--- src/hw/rtl/fjpe_pkg.sv ---
package fjpe_pkg;

    // Length caps on emitted key and value characters.
    localparam int KEY_MAX   = 255;
    localparam int VALUE_MAX = 255;

    localparam int KEY_CNT_W = $clog2(KEY_MAX + 1);
    localparam int VAL_CNT_W = $clog2(VALUE_MAX + 1);

    // Character codes.
    localparam logic [7:0] CH_NUL       = 8'h00;
    localparam logic [7:0] CH_NEWLINE   = 8'h0A;
    localparam logic [7:0] CH_SPACE     = 8'h20;
    localparam logic [7:0] CH_QUOTE     = 8'h22;
    localparam logic [7:0] CH_COMMA     = 8'h2C;
    localparam logic [7:0] CH_COLON     = 8'h3A;
    localparam logic [7:0] CH_BACKSLASH = 8'h5C;
    localparam logic [7:0] CH_RBRACE    = 8'h7D;

    // Capitals lie strictly between these two codes.
    localparam logic [7:0] CH_UPPER_LO  = 8'd64;
    localparam logic [7:0] CH_UPPER_HI  = 8'd91;
    localparam logic [7:0] CASE_OFFSET  = 8'd32;

    typedef enum logic [1:0] {
        KIND_KEY      = 2'd0,
        KIND_VALUE    = 2'd1,
        KIND_PAIR_END = 2'd2
    } t_char_kind;

    typedef struct packed {
        logic [7:0] text_byte;
        logic       final_byte;
    } t_in_item;

    typedef struct packed {
        logic [7:0] out_char;
        t_char_kind char_kind;
        logic       value_quoted;
        logic       run_end;
    } t_out_item;

    // Results of one parse step: a character, a pair-end marker, or both.
    typedef struct packed {
        logic      first_valid;
        logic      second_valid;
        t_out_item first;
        t_out_item second;
    } t_step_res;

endpackage

--- src/hw/rtl/fjpe_core.sv ---
module fjpe_core (
    input  logic               i_clk,
    input  logic               i_rst_n,
    input  logic               i_fire,
    input  fjpe_pkg::t_in_item i_item,
    output fjpe_pkg::t_step_res o_res
);
    import fjpe_pkg::*;

    typedef enum logic [4:0] {
        PH_OUT  = 5'b00001,
        PH_KEY  = 5'b00010,
        PH_SEP  = 5'b00100,
        PH_VAL  = 5'b01000,
        PH_SKIP = 5'b10000
    } t_phase;

    t_phase                 r_phase, n_phase;
    logic [KEY_CNT_W-1:0]   r_key_count, n_key_count;
    logic [VAL_CNT_W-1:0]   r_value_count, n_value_count;
    logic                   r_string_mode, n_string_mode;
    logic                   r_prev_backslash, n_prev_backslash;
    logic                   r_halted, n_halted;

    logic [7:0]             b;
    logic                   fin_eff;

    logic                   vb_sm;
    logic                   vb_pb;
    logic [VAL_CNT_W-1:0]   vb_vc;
    logic                   vb_quote_end;
    logic                   vb_term;
    logic                   vb_run;

    logic                   c_v;
    logic [7:0]             c_char;
    t_char_kind             c_kind;
    logic                   c_q;
    logic                   close_req;
    logic                   m_v;
    t_out_item              marker;

    assign b       = i_item.text_byte;
    assign fin_eff = i_item.final_byte | (b == CH_NUL);

    // Value byte context: the first value byte comes from the separator phase
    // with fresh value state.
    always_comb begin
        vb_sm        = (r_phase == PH_SEP) ? 1'b0 : r_string_mode;
        vb_pb        = (r_phase == PH_SEP) ? 1'b0 : r_prev_backslash;
        vb_vc        = (r_phase == PH_SEP) ? '0 : r_value_count;
        vb_quote_end = vb_sm && (b == CH_QUOTE) && !vb_pb;
        if (vb_sm) begin
            vb_term = vb_quote_end || (b == CH_RBRACE);
        end else begin
            vb_term = (b == CH_SPACE) || (b == CH_NEWLINE) ||
                      (b == CH_RBRACE) || (b == CH_COMMA);
        end
    end

    always_comb begin
        n_phase          = r_phase;
        n_key_count      = r_key_count;
        n_value_count    = r_value_count;
        n_string_mode    = r_string_mode;
        n_prev_backslash = r_prev_backslash;
        n_halted         = r_halted;
        c_v              = 1'b0;
        c_char           = b;
        c_kind           = KIND_KEY;
        c_q              = 1'b0;
        close_req        = 1'b0;
        vb_run           = 1'b0;

        if (!r_halted) begin
            if (b != CH_NUL) begin
                unique case (r_phase)
                    PH_OUT: begin
                        if (b == CH_QUOTE) begin
                            n_phase          = PH_KEY;
                            n_key_count      = '0;
                            n_value_count    = '0;
                            n_string_mode    = 1'b0;
                            n_prev_backslash = 1'b0;
                        end
                    end
                    PH_KEY: begin
                        if (b == CH_QUOTE) begin
                            n_phase = PH_SEP;
                        end else if (r_key_count < KEY_CNT_W'(KEY_MAX)) begin
                            c_v = 1'b1;
                            if (b > CH_UPPER_LO && b < CH_UPPER_HI) begin
                                c_char = b + CASE_OFFSET;
                            end
                            n_key_count = r_key_count + 1'b1;
                        end
                    end
                    PH_SEP: begin
                        if (b != CH_COMMA && b != CH_SPACE && b != CH_COLON) begin
                            n_value_count    = '0;
                            n_prev_backslash = 1'b0;
                            n_phase          = PH_VAL;
                            if (b == CH_QUOTE) begin
                                n_string_mode = 1'b1;
                            end else begin
                                n_string_mode = 1'b0;
                                vb_run        = 1'b1;
                            end
                        end
                    end
                    PH_VAL: begin
                        vb_run = 1'b1;
                    end
                    PH_SKIP: begin
                        n_phase = PH_OUT;
                    end
                    default: begin
                        n_phase = PH_OUT;
                    end
                endcase

                if (vb_run) begin
                    if (vb_term) begin
                        close_req = 1'b1;
                        n_phase   = vb_quote_end ? PH_SKIP : PH_OUT;
                    end else begin
                        if (vb_vc < VAL_CNT_W'(VALUE_MAX)) begin
                            c_v           = 1'b1;
                            c_kind        = KIND_VALUE;
                            c_q           = vb_sm;
                            n_value_count = vb_vc + 1'b1;
                        end
                        n_prev_backslash = (b == CH_BACKSLASH);
                    end
                end
            end

            // End of document: close a pair still open, then stop.
            if (fin_eff) begin
                if (n_phase == PH_KEY || n_phase == PH_SEP || n_phase == PH_VAL) begin
                    close_req = 1'b1;
                end
                n_phase  = PH_OUT;
                n_halted = 1'b1;
            end
        end
    end

    assign m_v = close_req && (n_key_count != '0);

    always_comb begin
        marker.out_char     = 8'h00;
        marker.char_kind    = KIND_PAIR_END;
        marker.value_quoted = n_string_mode;
        marker.run_end      = 1'b1;

        o_res.first_valid  = c_v | m_v;
        o_res.second_valid = c_v & m_v;
        o_res.second       = marker;
        if (c_v) begin
            o_res.first.out_char     = c_char;
            o_res.first.char_kind    = c_kind;
            o_res.first.value_quoted = c_q;
            o_res.first.run_end      = !m_v;
        end else begin
            o_res.first = marker;
        end
    end

    always_ff @(posedge i_clk) begin
        if (!i_rst_n) begin
            r_phase          <= PH_OUT;
            r_key_count      <= '0;
            r_value_count    <= '0;
            r_string_mode    <= 1'b0;
            r_prev_backslash <= 1'b0;
            r_halted         <= 1'b0;
        end else if (i_fire) begin
            r_phase          <= n_phase;
            r_key_count      <= n_key_count;
            r_value_count    <= n_value_count;
            r_string_mode    <= n_string_mode;
            r_prev_backslash <= n_prev_backslash;
            r_halted         <= n_halted;
        end
    end

endmodule

--- src/hw/rtl/fjpe_out_queue.sv ---
module fjpe_out_queue (
    input  logic                i_clk,
    input  logic                i_rst_n,
    input  logic                i_push,
    input  fjpe_pkg::t_step_res i_res,
    input  logic                i_out_ready,
    output logic                o_room,
    output logic                o_out_valid,
    output fjpe_pkg::t_out_item o_out_item
);
    import fjpe_pkg::*;

    logic [1:0] r_cnt, n_cnt;
    t_out_item  r_head, n_head;
    t_out_item  r_next, n_next;

    logic       pop;
    logic [1:0] keep;
    logic [1:0] need;
    t_out_item  head_after_pop;

    assign pop    = i_out_ready && (r_cnt != 2'd0);
    assign keep   = r_cnt - {1'b0, pop};
    assign need   = {1'b0, i_res.first_valid} + {1'b0, i_res.second_valid};
    assign o_room = ({1'b0, keep} + {1'b0, need}) <= 3'd2;

    assign head_after_pop = pop ? r_next : r_head;

    always_comb begin
        n_cnt  = keep;
        n_head = head_after_pop;
        n_next = r_next;
        if (i_push) begin
            n_cnt = keep + need;
            unique case (keep)
                2'd0: begin
                    n_head = i_res.first;
                    n_next = i_res.second;
                end
                2'd1: begin
                    n_next = i_res.first;
                end
                default: begin
                    // full: push only comes with no results
                end
            endcase
        end
    end

    always_ff @(posedge i_clk) begin
        if (!i_rst_n) begin
            r_cnt <= 2'd0;
        end else begin
            r_cnt <= n_cnt;
        end
    end

    always_ff @(posedge i_clk) begin
        r_head <= n_head;
        r_next <= n_next;
    end

    assign o_out_valid = (r_cnt != 2'd0);
    assign o_out_item  = r_head;

endmodule

--- src/hw/rtl/flat_json_pair_extractor_unit.sv ---
// Flat key/value pair extractor. Text enters one byte per item; key characters
// (capitals lowercased) and value characters leave one per result item, and a
// pair-end marker follows each value whose key was not empty. An input item is
// taken every cycle while the two-entry result queue has room for what the
// byte produces; a byte causes at most two results (a character, then a
// marker). Since the result port moves one item per cycle while the receiver
// is ready, a stream runs at one byte per cycle when each byte causes at most
// one result and the output does not stall; otherwise the input waits on the
// queue. An accepted byte waits in the input register; the parse step then
// feeds the queue. A NUL byte or a byte flagged final closes any open pair and
// halts the parser; later bytes are taken and produce nothing until reset.
module flat_json_pair_extractor_unit (
    input  logic                i_clk,
    input  logic                i_rst_n,
    input  logic                i_in_valid,
    output logic                o_in_ready,
    input  fjpe_pkg::t_in_item  i_in_item,
    output logic                o_out_valid,
    input  logic                i_out_ready,
    output fjpe_pkg::t_out_item o_out_item
);
    import fjpe_pkg::*;

    // Input register: hold the item until the parse step can retire it.
    logic      r_in_valid;
    t_in_item  r_in;

    t_step_res step_res;
    logic      room;
    logic      fire;

    // Retire the held byte once the queue can take all of its results.
    assign fire       = r_in_valid && room;
    assign o_in_ready = !r_in_valid || fire;

    always_ff @(posedge i_clk) begin
        if (!i_rst_n) begin
            r_in_valid <= 1'b0;
        end else if (o_in_ready) begin
            r_in_valid <= i_in_valid;
        end
    end

    always_ff @(posedge i_clk) begin
        if (o_in_ready && i_in_valid) begin
            r_in <= i_in_item;
        end
    end

    // Parse step: phase state plus the per-byte decision.
    fjpe_core u_core (
        .i_clk   (i_clk),
        .i_rst_n (i_rst_n),
        .i_fire  (fire),
        .i_item  (r_in),
        .o_res   (step_res)
    );

    // Result queue: separate the parser from output stalls.
    fjpe_out_queue u_queue (
        .i_clk       (i_clk),
        .i_rst_n     (i_rst_n),
        .i_push      (fire),
        .i_res       (step_res),
        .i_out_ready (i_out_ready),
        .o_room      (room),
        .o_out_valid (o_out_valid),
        .o_out_item  (o_out_item)
    );

endmodule

--- config.mk ---
export PLATFORM = sky130hd
export DESIGN_NAME = flat_json_pair_extractor_unit
export DESIGN_NICKNAME = d
export VERILOG_FILES = /design/src/hw/rtl/fjpe_pkg.sv /design/src/hw/rtl/fjpe_core.sv /design/src/hw/rtl/fjpe_out_queue.sv /design/src/hw/rtl/flat_json_pair_extractor_unit.sv
export SDC_FILE = /design/constraint.sdc
export NUM_CORES = 1
export LEC_CHECK = 0
export ABC_AREA = 1
export BUFFER_PORTS_ARGS = -buffer_cell sky130_fd_sc_hd__buf_4
export CORE_UTILIZATION = 43
export CTS_CLUSTER_SIZE = 8
export DETAILED_ROUTE_END_ITERATION = 7
export PLACE_DENSITY = 0.58
export SLEW_MARGIN = 20
export SYNTH_ARGS = -nofsm -noshare
export SYNTH_HDL_FRONTEND = slang
export SYNTH_HIERARCHICAL = 1
export SYNTH_SLANG_ARGS = --single-unit
--- constraint.sdc ---
create_clock -name i_clk -period 8.5 [get_ports i_clk]
set_clock_uncertainty 0.2 [all_clocks]
set_input_delay 0.85 -clock i_clk [delete_from_list [all_inputs] [get_ports i_clk]]
set_output_delay 0.85 -clock i_clk [all_outputs]
set_load 0.05 [all_outputs]
# Word level (Yosys, flattened, before mapping)
# Index checks and enable logic that the tools add are counted.
[totals]
reg_bits = 60
latch_bits = 0
ram_bits = 0
romBits = 0
out_inout_bits = 14
word_cells = 159
n_memories = 0
[op_classes]
addsub = 7
multipliers = 0
div_mod_pow = 0
n_lt_le_gt_ge = 5
eq_ne = 17
shift = 0
muxes = 80
bitwise = 4
n_reduce_logical = 28
[ops]
columns = ["cell", "n"]
rows = [
  ["8-bit 2-to-1 mux", 17],
  ["12-bit 2-to-1 mux", 4],
  ["5-bit 2-to-1 mux", 9],
  ["1-bit 2-to-1 mux", 38],
  ["8-bit one-hot mux with 2 select lines", 2],
  ["8-bit by 6-bit == test with 1-bit output (second input constant)", 3],
  ["8-bit by 6-bit inequality test with 1-bit output (second input constant)", 3],
  ["12-bit one-hot mux with 2 select lines", 1],
  ["5-bit one-hot mux with 4 select lines", 1],
  ["8-bit by 1-bit adder with 8-bit output (second input constant)", 2],
  ["8-bit by 7-bit == test with 1-bit output (second input constant)", 2],
  ["8-bit less-than comparator (second input constant)", 2],
  ["8-bit nonzero test", 2],
  ["5-bit by 2-bit == test with 1-bit output (second input constant)", 2],
  ["5-bit by 3-bit == test with 1-bit output (second input constant)", 2],
  ["5-bit by 4-bit == test with 1-bit output (second input constant)", 2],
  ["2-bit 2-to-1 mux", 5],
  ["1-bit logical AND", 9],
  ["8-bit by 6-bit adder with 8-bit output (second input constant)", 1],
  ["8-bit by 4-bit == test with 1-bit output (second input constant)", 1],
  ["8-bit by 7-bit greater-than comparator with 1-bit output (second input constant)", 1],
  ["8-bit zero test", 1],
  ["8-bit by 7-bit less-than comparator with 1-bit output (second input constant)", 1],
  ["1-bit logical OR", 7],
  ["16 further kinds", 23],
]

# Logic depth before layout (Yosys ltp)
[logic_depth]
depth_word = 24
ltp_mapped = 31

# Modules after synthesis
# Netlist, hierarchy kept.
[by_module_without_submodules]
columns = ["module", "n_inst", "cells_per_inst", "area_each_um2", "seq_area_each_um2"]
rows = [
  ["fjpe_core", 1, 382, 2382.3, 480.5],
  ["fjpe_out_queue", 1, 173, 1358.8, 640.6],
  ["flat_json_pair_extractor_unit", 1, 18, 329.1, 290.3],
]

# Worst setup path before layout
# Ideal clock, no wire load.
[synth_timing]
path_kind = "register to register"
startpoint = "register u_core.r_phase[0]"
endpoint = "register u_core.r_value_count[4]"
setup_time_ns = 0.069
arrival_time_ns = 3.925
slack_ns = 4.305
path_stages_with_launch = 29
path_buffers = 1
cell_sequence = "dfxtp_1 nor2_2 nand4_2 inv_2 buf_4 nor2_1 ha_1 and3_1 nand3_2 nand4_1 nand2_2 inv_4 nor2_2 ha_1 ha_1 ha_1 a21oi_1 nand2_1 inv_1 nand2_1 inv_1 inv_2 nor2_1 inv_1 nor2_1 nand4_4 clkinv_4 nand2_2 a21oi_2"
[synth_lines]
columns = ["element", "line_no", "text"]
rows = [
  ["start, declared", "fjpe_core.sv:18", "t_phase r_phase, n_phase;"],
  ["start signal, assigned", "fjpe_core.sv:179", "r_phase <= n_phase;"],
  ["end signal, assigned", "fjpe_core.sv:181", "r_value_count <= n_value_count;"],
  ["end, declared", "fjpe_core.sv:20", "logic [VAL_CNT_W-1:0] r_value_count, n_value_count;"],
]

==> impl_results.rst <==
.. list-table::
   :header-rows: 1

   * - Metric
     - Value
   * - Total of max-cap violations
     - 0
   * - Max-slew violation count
     - 0
   * - Pre-Repair DR Iteration Count
     - 5
   * - Gr usage total
     - between 20% and 30%
   * - Pin count of the biggest net entering global routing
     - 29
   * - Cell mode on critical path
     - ha_1
   * - Top post-synthesis cells by area
     - dfxtp_1, edfxtp_1, nand2_1
   * - Estimated wirelength of the detail-placed design
     - 6.90 mm
   * - Initial detailed-routing violation count
     - 233
   * - Number of synthesized flops with an enable pin
     - 21
   * - Dominant register cell in the synthesized netlist
     - dfxtp_1
   * - Synth-to-layout area growth
     - 9.78%
   * - Critical path peak fanout
     - 27
   * - Leading area contributor after synthesis
     - dfxtp_1
   * - Die X
     - 99.3 um
   * - Via/cell ratio
     - 5.12
   * - Endpoint arrival time on the critical path
     - 5.51 ns
   * - Highest Signal Layer
     - met4
   * - Count of antenna diodes in the layout
     - 0
   * - Post-Syn Area per Cell
     - 7.10 um^2
   * - Required time of the critical path
     - between 8 and 9 ns
   * - Synthesized instance count
     - 573
   * - Leakage dissipation
     - 2.07 nW
   * - Number of buffers inserted by post-CTS setup repair
     - 0
   * - # H-tree levels
     - 3
   * - Root buf cell
     - clkbuf_8
   * - Placed cell areas
     - 0.00424 mm^2
   * - Category of the worst setup path launch point
     - flip-flop
   * - Number of nets in the layout
     - around 600
   * - Setup violation total in the final timing report
     - 0
   * - Peak supply drop
     - 0.000118 V
   * - Setup CP Type
     - reg2reg
   * - Post-synthesis sequential area ratio
     - a little over a third
   * - Routed wire length per instance
     - 13.1 um
   * - Clock latency reported for the late side of the worst-skew pair
     - between 0.3 and 0.4 ns
   * - Maximum clock insertion buffer count
     - 2
   * - Input/output buffers
     - 26
   * - Final Core Density
     - about half
   * - Die area
     - between 0.009 and 0.01 mm^2
   * - Mapped Area
     - approximately 0.0041 mm^2
   * - Non-filler instance count after layout
     - 708
   * - Overall via count from detail_route
     - 3,625
   * - Post-cts gate resize count
     - 0
   * - Power density of the placed cells
     - 282 mW/mm^2
   * - Count of unresolved DRC violations after routing
     - 0
   * - Total number of yosys warnings
     - 6
   * - Launch point of the worst hold path
     - u_core/r_prev_backslash
   * - Number of global-route vias before repair
     - 3,305
   * - Final worst-path cycle share
     - about 65%
   * - Total grt overflow
     - 0
   * - Layout fillers
     - around 960
   * - Register area
     - 0.00141 mm^2
   * - CTS Hold Buffers Added
     - 0
   * - Outcome
     - finished, final reports clean
   * - Number of buffers inserted during clock tree synthesis
     - 9
   * - Wire length on met3
     - 297 um
   * - Maximum clock frequency
     - 182 MHz
   * - Share of final-layout standard cells stronger than drive strength 1
     - 20.8%
   * - Antenna violations before repair
     - 0
   * - Worst reg2reg path startpoint
     - u_core/r_phase[0]
   * - Vert. Die Dim
     - 99.3 um
   * - FF-to-FF setup slack
     - ~3 ns
   * - Number of hold violations in the final report
     - 0
   * - M1 wire length
     - 4.79 mm
   * - Std-Cell Core Area
     - 0.00920 mm^2
   * - Total area of multi-input combinational cells
     - 0.00223 mm^2
   * - Post-Route WL
     - 9.29 mm
   * - Critical path startpoint
     - u_core/r_phase[0]
   * - Critical Path Sink Type
     - flip-flop
   * - Share of synthesized flip-flops with an asynchronous set or reset
     - 0%
   * - Post-route setup TNS
     - 0 ns
   * - Clock sink count
     - 60
   * - Transition at the pin with the smallest max-transition slack
     - a little under 0.8 ns
   * - Wire length on met2
     - ~4 mm
   * - RSZ-0062 raised after global routing
     - false
   * - First-pass GRT wire length
     - 15.6 mm
   * - I/O pin cnt
     - 27
   * - Relative slew slack
     - 48.6%
   * - Area of all placed cells without fillers
     - about 0.0045 mm^2
   * - Yosys cell types
     - 40
   * - Clock-pin transition on the worst setup and hold timing paths
     - 0.07 ns
   * - Worst stage delay on the critical path
     - approximately 0.57 ns
   * - FP Rows
     - 35
   * - Placed insts
     - 692
   * - Worst min-delay path category
     - reg2reg
   * - Register bit total from synthesis
     - 60
   * - Initial core utilization
     - roughly 44%
   * - Slowest stage cell, crit path
     - inv_1
   * - Area share of the leading cell type in the synthesized netlist
     - a little under a fifth
   * - Final GP Congestion
     - 0.842
   * - CTS tree
     - yes
   * - Clock period minus worst slack
     - 5.51 ns
   * - ANT nets after route
     - 0
per-layer routing:
metal  GRT usage, %  vias to the layer above
met3           3.58                        6
met5              0                        -
met2           31.6                       82
met4           6.11                        0
li1               -                     1893
met1           28.0                     1644
cells by family (layout without fill, tap and decap cells):
| logic type | Yosys count | count (layout) | share of synthesized area (%) |
|---|---|---|---|
| flops | 60 | 60 | 34.7 |
| other cells | 2 | 11 | 0.185 |
| fa+ha+maj | 7 | 7 | 2.15 |
| buf+inv | 97 | 112 | 11.5 |
| xor+xnor | 3 | 3 | 0.646 |
| simple gates | 331 | 331 | 40.1 |
| compound gates | 73 | 73 | 10.8 |
synthesized netlist by cell type, types with 3 or more instances:
cell type  instances
o211ai_1           6
inv_2             15
a21oi_1           29
o21ai_1            4
edfxtp_1          21
dfxtp_1           39
nor2_8             3
buf_4             17
inv_1             50
nand3_1           63
nand2_4            4
o21ai_0           18
nor2_4             5
buf_2              5
buf_6              3
a21oi_2           11
nor3_1             3
nor2_1            38
nand3_2            4
nand2_2           22
ha_1               7
nor2_2             9
nand2_1          159
nand4_1           16
path summary, 6_finish.rpt:
kind | endpoint | depth (start not counted)
setup / recovery | u_core/r_value_count[1] | 26
hold / removal | u_core/r_prev_backslash | 2
setup reg to reg | u_core/r_value_count[1] | 26
hold reg to reg | u_core/r_prev_backslash | 2
metrics by stage:
step	power (mW)	hold slack [ns]	setup slack, ns
2_1_floorplan	0.866	0.255	4.31
6_report	1.26	0.279	2.99
3_5_place_dp	0.970	0.272	3.01
4_1_cts	1.26	0.284	2.97
3_3_place_gp	0.962	0.266	3.20
5_1_grt	1.35	0.309	2.45
registers in the layout, indices dropped and copies added, names as in the netlist:
register / cells
u_core/r_string_mode: 1
u_core/r_prev_backslash: 1
u_core/r_halted: 1
u_queue/r_next: 12
r_in: 9
u_core/r_value_count: 8
u_queue/r_cnt: 2
u_core/r_phase: 5
r_in_valid: 1
u_queue/o_out_item: 12
u_core/r_key_count: 8
worst max-delay path, delay by kind of cell (launching register included):
kind            cells  cell delay, ns
buf+inv             6            1.37
compound gates      2            0.20
simple gates       14            2.33
flops               1            0.36
fa+ha+maj           4            0.91
power breakdown:
group	total [mW]	switching, mW	leakage (nW)	internal, mW
Sequential	0.420	0.0448	0.520	0.375
Combinational	0.547	0.390	1.43	0.156
Clock	0.291	0.125	0.114	0.167
cell type report:
cell class	instances	area share, %
Multi-Input combinational cell	425	49.9
Sequential cell	60	31.6
Inverter	70	6.10
Timing Repair Buffer	26	4.37
Tap cell	111	3.11
Clock buffer	9	2.77
Clock inverter	7	2.18
cells in the final DEF (no fill, tap or decap), types with 11 or more instances in the layout:
cell | netlist | final
nand2_1 | 159 | 159
nand3_1 | 63 | 63
inv_1 | 50 | 50
dfxtp_1 | 39 | 39
nor2_1 | 38 | 37
a21oi_1 | 29 | 29
buf_4 | 17 | 26
nand2_2 | 22 | 22
edfxtp_1 | 21 | 21
o21ai_0 | 18 | 18
nand4_1 | 16 | 16
inv_2 | 15 | 15
a21oi_2 | 11 | 11
conb_1 | 2 | 11
Power figures use the tool's default switching activity.
